$ cat config.mk
export PLATFORM = sky130hd
export DESIGN_NAME = url_percent_encoder_top
export DESIGN_NICKNAME = d
export VERILOG_FILES = /design/src/urlpe_pkg.sv /design/src/urlpe_classify.sv /design/src/urlpe_fifo.sv /design/src/urlpe_emit.sv /design/src/url_percent_encoder_top.sv
export SDC_FILE = /design/constraint.sdc
export NUM_CORES = 1
export LEC_CHECK = 0
export BUFFER_PORTS_ARGS = -buffer_cell sky130_fd_sc_hd__buf_2
export CORE_MARGIN = 2
export CORE_UTILIZATION = 50
export CTS_CLUSTER_SIZE = 10
export DETAILED_ROUTE_END_ITERATION = 6
export PLACE_DENSITY = 0.76
export SLEW_MARGIN = 20
export SYNTH_ARGS = -nofsm -noshare
export SYNTH_HDL_FRONTEND = slang
export SYNTH_SLANG_ARGS = --single-unit
export TNS_END_PERCENT = 100
$ cat constraint.sdc
create_clock -name clk -period 3.37 [get_ports clk]
set_input_delay 0 -clock clk [delete_from_list [all_inputs] [get_ports clk]]
set_output_delay 0 -clock clk [all_outputs]
set_load 0.05 [all_outputs]
$ cat src/urlpe_pkg.sv
// urlpe_pkg: types, constants and character-class functions of the url percent encoder
// used by every module of the block; depends on nothing

package urlpe_pkg;

	localparam int unsigned FIFO_DEPTH = 4;
	localparam int unsigned FIFO_AW    = $clog2(FIFO_DEPTH);
	localparam int unsigned FIFO_CW    = $clog2(FIFO_DEPTH + 1);

	localparam logic [1:0] MODE_HOST  = 2'd0;
	localparam logic [1:0] MODE_PATH  = 2'd1;
	localparam logic [1:0] MODE_QUERY = 2'd2;
	localparam logic [1:0] MODE_FULL  = 2'd3;
	localparam logic [1:0] MODE_RESET = MODE_FULL;

	localparam logic [7:0] CH_PERCENT  = 8'h25;
	localparam logic [7:0] CH_PLUS     = 8'h2B;
	localparam logic [7:0] CH_QUESTION = 8'h3F;
	localparam logic [7:0] CH_ZERO     = 8'h30;
	localparam logic [7:0] CH_NINE     = 8'h39;
	localparam logic [7:0] CH_UPPER_A  = 8'h41;
	localparam logic [7:0] CH_UPPER_F  = 8'h46;
	localparam logic [7:0] ASCII_MAX   = 8'd127;

	// one classified item in the queue between front and back
	typedef struct packed {
		logic [7:0] data;
		logic       eot;
		logic       esc;
	} urlpe_item_t;

	// back-end sequencer phases
	typedef enum logic [1:0] {
		PH_FIRST,
		PH_HI,
		PH_LO
	} urlpe_phase_t;

	function automatic logic is_unreserved(input logic [7:0] c);
		return (c inside {[8'h30:8'h39], [8'h41:8'h5A], [8'h61:8'h7A],
			8'h2D, 8'h2E, 8'h5F, 8'h7E});
	endfunction

	function automatic logic is_sub_delim(input logic [7:0] c);
		return (c inside {8'h21, 8'h24, 8'h26, 8'h27, 8'h28, 8'h29, 8'h2A,
			8'h2B, 8'h2C, 8'h3B, 8'h3D});
	endfunction

	function automatic logic is_gen_delim(input logic [7:0] c);
		return (c inside {8'h3A, 8'h2F, 8'h3F, 8'h23, 8'h5B, 8'h5D, 8'h40});
	endfunction

	function automatic logic path_allows(input logic [7:0] c);
		return is_unreserved(c) || is_sub_delim(c) || (c inside {8'h2F, 8'h3A, 8'h40});
	endfunction

	function automatic logic needs_escape(input logic [7:0] c, input logic [1:0] mode);
		logic esc;
		case (mode)
			MODE_HOST: esc = (c > ASCII_MAX);
			MODE_PATH: esc = !path_allows(c) || (c == CH_PERCENT) || (c == CH_PLUS);
			MODE_QUERY: esc = !(path_allows(c) || (c == CH_QUESTION))
				|| (c == CH_PERCENT) || (c == CH_PLUS);
			default: esc = !is_unreserved(c) && !(is_gen_delim(c) || is_sub_delim(c));
		endcase
		return esc;
	endfunction

	// uppercase hex digit of a nibble
	function automatic logic [7:0] hex_digit(input logic [3:0] n);
		logic [7:0] d;
		if (n < 4'd10) begin
			d = CH_ZERO + {4'd0, n};
		end else begin
			d = CH_UPPER_A + {4'd0, n} - 8'd10;
		end
		return d;
	endfunction

endpackage

$ cat src/urlpe_classify.sv
// urlpe_classify: front end, holds the mode register and tags each input item as
// passed or escaped; depends on urlpe_pkg

module urlpe_classify (
	input  logic                 clk,
	input  logic                 arst_n,
	input  logic                 cfg_we,
	input  logic [1:0]           cfg_wdata,
	input  logic                 in_valid,
	input  logic [7:0]           in_data,
	input  logic                 in_last,
	output logic                 push,
	output urlpe_pkg::urlpe_item_t push_item,
	input  logic                 push_ready
);
	import urlpe_pkg::*;

	logic [1:0] mode_q;

	always_ff @(posedge clk or negedge arst_n) begin
		if (!arst_n) begin
			mode_q <= MODE_RESET;
		end else if (cfg_we) begin
			mode_q <= cfg_wdata;
		end
	end

	assign push           = in_valid && push_ready;
	assign push_item.data = in_data;
	assign push_item.eot  = in_last;
	assign push_item.esc  = needs_escape(in_data, mode_q);

endmodule

$ cat src/urlpe_fifo.sv
// urlpe_fifo: short queue of classified items between front and back end
// depends on urlpe_pkg

module urlpe_fifo (
	input  logic                   clk,
	input  logic                   arst_n,
	input  logic                   push,
	input  urlpe_pkg::urlpe_item_t push_item,
	output logic                   ready,
	input  logic                   pop,
	output logic                   head_valid,
	output urlpe_pkg::urlpe_item_t head_item
);
	import urlpe_pkg::*;

	urlpe_item_t          slot_q [FIFO_DEPTH];
	logic [FIFO_AW-1:0]   wr_ptr_q;
	logic [FIFO_AW-1:0]   rd_ptr_q;
	logic [FIFO_CW-1:0]   count_q;
	logic [FIFO_CW-1:0]   count_nxt;
	logic                 ready_q;
	logic                 do_pop;

	assign do_pop     = pop && (count_q != '0);
	assign head_valid = (count_q != '0);
	assign head_item  = slot_q[rd_ptr_q];
	assign ready      = ready_q;

	always_comb begin
		count_nxt = count_q;
		if (push && !do_pop) begin
			count_nxt = count_q + FIFO_CW'(1);
		end else if (!push && do_pop) begin
			count_nxt = count_q - FIFO_CW'(1);
		end
	end

	always_ff @(posedge clk) begin
		if (push) begin
			slot_q[wr_ptr_q] <= push_item;
		end
	end

	always_ff @(posedge clk or negedge arst_n) begin
		if (!arst_n) begin
			wr_ptr_q <= '0;
			rd_ptr_q <= '0;
			count_q  <= '0;
			ready_q  <= 1'b0;
		end else begin
			if (push) begin
				wr_ptr_q <= wr_ptr_q + FIFO_AW'(1);
			end
			if (do_pop) begin
				rd_ptr_q <= rd_ptr_q + FIFO_AW'(1);
			end
			count_q <= count_nxt;
			ready_q <= (count_nxt != FIFO_CW'(FIFO_DEPTH));
		end
	end

endmodule

$ cat src/urlpe_emit.sv
// urlpe_emit: back end, expands each queued item into one or three output bytes
// through a registered output stage; depends on urlpe_pkg

module urlpe_emit (
	input  logic                   clk,
	input  logic                   arst_n,
	input  logic                   head_valid,
	input  urlpe_pkg::urlpe_item_t head_item,
	output logic                   pop,
	output logic                   out_valid,
	input  logic                   out_ready,
	output logic [7:0]             out_data,
	output logic                   out_run_last,
	output logic                   out_eot
);
	import urlpe_pkg::*;

	urlpe_phase_t state_q;
	urlpe_phase_t state_nxt;
	logic         valid_q;
	logic [7:0]   data_q;
	logic         run_last_q;
	logic         eot_q;
	logic         advance;
	logic [7:0]   data_nxt;
	logic         run_last_nxt;

	assign advance = head_valid && (!valid_q || out_ready);

	always_comb begin
		state_nxt    = state_q;
		data_nxt     = head_item.data;
		run_last_nxt = 1'b1;
		pop          = 1'b0;
		case (state_q)
			PH_FIRST: begin
				if (head_item.esc) begin
					data_nxt     = CH_PERCENT;
					run_last_nxt = 1'b0;
					if (advance) begin
						state_nxt = PH_HI;
					end
				end else begin
					pop = advance;
				end
			end
			PH_HI: begin
				data_nxt     = hex_digit(head_item.data[7:4]);
				run_last_nxt = 1'b0;
				if (advance) begin
					state_nxt = PH_LO;
				end
			end
			PH_LO: begin
				data_nxt = hex_digit(head_item.data[3:0]);
				pop      = advance;
				if (advance) begin
					state_nxt = PH_FIRST;
				end
			end
			default: begin
				state_nxt = PH_FIRST;
			end
		endcase
	end

	always_ff @(posedge clk or negedge arst_n) begin
		if (!arst_n) begin
			state_q <= PH_FIRST;
		end else begin
			state_q <= state_nxt;
		end
	end

	always_ff @(posedge clk or negedge arst_n) begin
		if (!arst_n) begin
			valid_q <= 1'b0;
		end else if (advance) begin
			valid_q <= 1'b1;
		end else if (out_ready) begin
			valid_q <= 1'b0;
		end
	end

	always_ff @(posedge clk) begin
		if (advance) begin
			data_q     <= data_nxt;
			run_last_q <= run_last_nxt;
			eot_q      <= run_last_nxt && head_item.eot;
		end
	end

	assign out_valid    = valid_q;
	assign out_data     = data_q;
	assign out_run_last = run_last_q;
	assign out_eot      = eot_q;

endmodule

$ cat src/url_percent_encoder_top.sv
// url_percent_encoder_top: top level of the url percent encoder
// depends on urlpe_pkg, urlpe_classify, urlpe_fifo and urlpe_emit
//
//  channel   | direction | payload                                   | accepted when
//  ----------+-----------+-------------------------------------------+------------------------
//  s_axis    | in        | tdata = in_byte, tlast = end_of_text      | tvalid && tready
//  m_axis    | out       | tdata = out_byte, tuser = last_of_run,    | tvalid && tready
//            |           | tlast = end_of_text_out                   |
//  cfg       | in        | cfg_wdata = encode_mode                   | cfg_we
//
// one output byte per cycle while m_axis_tready is high, set by the single output register
// of the back end; a passed byte gives one byte, an escaped one '%', high digit, low digit
// input items are taken every cycle while the four-entry queue has room
// reset clears the queue, the sequencer and the output valid; encode_mode resets to full
// s_axis_tready is registered: it is low during reset and rises in the cycle after release
// a stall on m_axis holds the output byte and fills the queue, then drops s_axis_tready

module url_percent_encoder_top (
	input  logic       clk,
	input  logic       arst_n,
	// configuration
	input  logic       cfg_we,
	input  logic [1:0] cfg_wdata,     // encode_mode
	// input stream
	input  logic       s_axis_tvalid,
	output logic       s_axis_tready,
	input  logic [7:0] s_axis_tdata,  // [7:0] in_byte
	input  logic       s_axis_tlast,  // end_of_text
	// output stream
	output logic       m_axis_tvalid,
	input  logic       m_axis_tready,
	output logic [7:0] m_axis_tdata,  // [7:0] out_byte
	output logic       m_axis_tuser,  // [0] last_of_run
	output logic       m_axis_tlast   // end_of_text_out
);
	import urlpe_pkg::*;

	logic        push;
	urlpe_item_t push_item;
	logic        q_ready;
	logic        pop;
	logic        head_valid;
	urlpe_item_t head_item;

	// front: mode register and byte classification
	urlpe_classify u_classify (
		.clk        (clk),
		.arst_n     (arst_n),
		.cfg_we     (cfg_we),
		.cfg_wdata  (cfg_wdata),
		.in_valid   (s_axis_tvalid),
		.in_data    (s_axis_tdata),
		.in_last    (s_axis_tlast),
		.push       (push),
		.push_item  (push_item),
		.push_ready (q_ready)
	);

	// queue decouples the input side from the expansion
	urlpe_fifo u_fifo (
		.clk        (clk),
		.arst_n     (arst_n),
		.push       (push),
		.push_item  (push_item),
		.ready      (q_ready),
		.pop        (pop),
		.head_valid (head_valid),
		.head_item  (head_item)
	);

	// back: expansion into one or three bytes
	urlpe_emit u_emit (
		.clk          (clk),
		.arst_n       (arst_n),
		.head_valid   (head_valid),
		.head_item    (head_item),
		.pop          (pop),
		.out_valid    (m_axis_tvalid),
		.out_ready    (m_axis_tready),
		.out_data     (m_axis_tdata),
		.out_run_last (m_axis_tuser),
		.out_eot      (m_axis_tlast)
	);

	assign s_axis_tready = q_ready;

endmodule

==> metrics.cfg <==
[grt]
grt_pass1_wl_um = 9780
antenna_found_initial = 0
grt_max_degree = 21
grt_pass1_vias = 2049
grt_use_total_pct = 17.6
grt_overflow = 0

[detailed_routing]
drc_errors = 0
avgViaCountPerCell = 5.71
antenna_left = 0
drt-total-wl_um = 5860
wl_per_cell_um = 15.5
via_count = 2151
drt_first_pass_iters = 4
drtIter0Drc = 162

[die]
initial_core_util_pct = 51.4
die_area_um2 = 7110
die_width_um = 84.3
core_um2 = 6280
fp-row-count = 29
die_height_um = 84.3
io_pins = 28

[layout]
drive_gt1_share_pct = 19.3
layout_common_cells = edfxtp_1, buf_2, nand2_1, a21oi_1, nor2_1
diodes = 0
final_nets = 324
layout_commonest_cell = edfxtp_1
finalInstanceArea_um2 = 3670
area_delta_synth_final_pct = 13.6

[clock_network]
cts_tree = done
clockBufferDepth = 2
clock_sinks = 63
cts_setup_buffers = 0
clk_pin_slew_ns = 0.07
postCtsHoldBufs = 10
htreeDepth = 3
cts_made_buffers = 9
ctsResizeCount = 0
clock_latency_ns = 0.34
cts_root_buf = clkbuf_8

[logic_synthesis]
yosysSeqAreaShare_pct = 56.7
avgSynthCellArea_um2 = 12.5
synth.distinct_cells = 61
syn_nets = 286
async_flop_share_pct = 20.6
syn_area_um2 = 3230
synth_edf_count = 50
syn_inst = 258
ys.flop_type = edfxtp_1
synth_warnings = 0
ys_ff_latch = 63

[worst_setup_path]
critical_path.cell_chain = nor2_1 -> a2111oi_2 -> a41oi_1 -> a221oi_1 -> a21bo_1
worst-endpoint-required_ns = 3.60
cp-end-kind = flop
critPathBufInv = 0
slowest_delay_ns = 0.83
critPathTopFamily = compound AO/OA/AOI/OAI gates
worst-setup-path-type = flop to flop
crit_slowest_cell = dfrtp_1
worstPathMaxFanout = 15
cp.arrival_ns = 2.78
start_kind = flop

[sta]
rsz0062_at_grt = false
slew-limit-headroom_pct = 50.0
min_period_ns = 2.55
finalHoldViolCount = 0
worst_pin_slew_ns = 0.749
fin_crit_sh_pct = 75.7
fmax_mhz = 392
clock_skew_ns = 0.00451
fin_tns_setup_ns = 0
setup_violations = 0
report.final.slew_viol_count = 0

[job]
drv_cap = 0

[power]
powerDensity_nw_per_um2 = 901
leakage_nw = 1.38
ir_drop_mv = 0.533

[placement]
place.gp.congestion = 0.902
dp_hpwl_um = 3950
io_buffer_count = 27
place_area_um2 = 3410

[min_path]
hp-class = input port to flop

[run_status]
status = complete, no violations

==> synth_stat cells, types with 3 or more instances <==
cell type,instances,share of area [%]
a21oi_1,16,2.5
a31oi_1,3,0.58
and3_1,5,0.97
clkbuf_1,6,0.70
dfrtp_1,11,8.5
edfxtp_1,50,47
ha_1,12,4.7
inv_1,13,1.5
mux2i_1,4,1.2
mux4_2,9,6.3
nand2_1,23,2.7
nor2_1,15,1.7
nor2b_1,10,1.9
nor3_1,6,0.93
o211ai_1,3,0.70
o21ai_0,6,0.93
o21ai_1,3,0.47
xnor2_1,6,1.6
==> path summary, 6_finish.rpt <==
kind | startpoint | to | slack, ns | depth (start not counted)
max | u_fifo.rd_ptr_q[0] | u_fifo.ready | 0.82 | 5
min | s_axis_tdata[1] | u_fifo.slot_q[2][3] | 0.03 | 1
max reg2reg | u_fifo.rd_ptr_q[0] | u_fifo.ready | 0.82 | 5
min reg2reg | u_classify.mode_q[1] | u_classify.mode_q[1] | 0.53 | 2
max in group asynchronous | arst_n | u_classify.mode_q[1] | 3.00 | 2
min in group asynchronous | arst_n | u_fifo.count_q[0] | 0.09 | 2
==> worst reg2reg max path, cell delays in order (launching register included) <==
cell	delay, ns
dfrtp_1	0.83
nor2_1	0.19
a2111oi_2	0.59
a41oi_1	0.20
a221oi_1	0.38
a21bo_1	0.25
==> layout make-up <==
cell class | instances | area, µm²
fillers | 515 | 2610
flip-flops and latches | 63 | 1830
multi-input cells | 170 | 1290
repair buffers | 38 | 243
clock buffers | 11 | 131
well taps | 77 | 96.3
inverters | 14 | 52.6
clock inverters | 4 | 23.8
==> cells by family (layout without fill, tap and decap cells) <==
kind of cell	Yosys count	after routing	share of synthesized area, %
multiplexers	16	16	8.69
XOR/XNOR	7	7	1.90
flip-flops	63	63	56.7
AND/OR/NAND/NOR	80	80	13.1
AO/OA/AOI/OAI	55	55	11.6
adder cells (fa/ha/maj)	12	12	4.65
buffers and inverters	25	67	3.33
==> per-layer routing <==
metal | up-vias | routed length [µm] | global-route usage [%]
li1 | 1055 | - | -
met1 | 1025 | 2590 | 22.5
met2 | 58 | 2880 | 28.9
met3 | 13 | 258 | 3.24
met4 | 0 | 123 | 8.80
met5 | - | 0 | 0
==> report_power, final <==
group	switching (W)	internal (W)	leakage, nW
sequential	0.000173	0.00112	0.612
clock	0.000274	0.000259	0.0728
combinational	0.000912	0.000568	0.695
==> per-stage QoR <==
stage | std cells | utilization (%) | setup WS, ns | total power [W] | hold WS (ns)
after floorplan | 258 | - | 1.26 | 0.00248 | -0.296
after global placement | 352 | 54.3 | 0.896 | 0.00273 | -0.0915
after detailed placement | 352 | 54.3 | 0.836 | 0.00278 | -0.0902
after CTS | 377 | 58.4 | 0.818 | 0.00333 | 0.00430
after global routing | 377 | 58.4 | 0.596 | 0.00353 | 0.0207
final | 377 | 58.4 | 0.820 | 0.00330 | 0.0282
==> flip-flops by register name, summed over array words and instances, names as in the netlist <==
name                 flops
u_emit.out_run_last      1
u_fifo.count_q           3
u_fifo.rd_ptr_q          2
u_emit.out_valid         1
u_fifo.wr_ptr_q          2
u_fifo.slot_q           40
u_emit.out_data          8
u_fifo.ready             1
u_emit.state_q           2
u_classify.mode_q        2
u_emit.out_eot           1
Power figures use the tool's default switching activity.
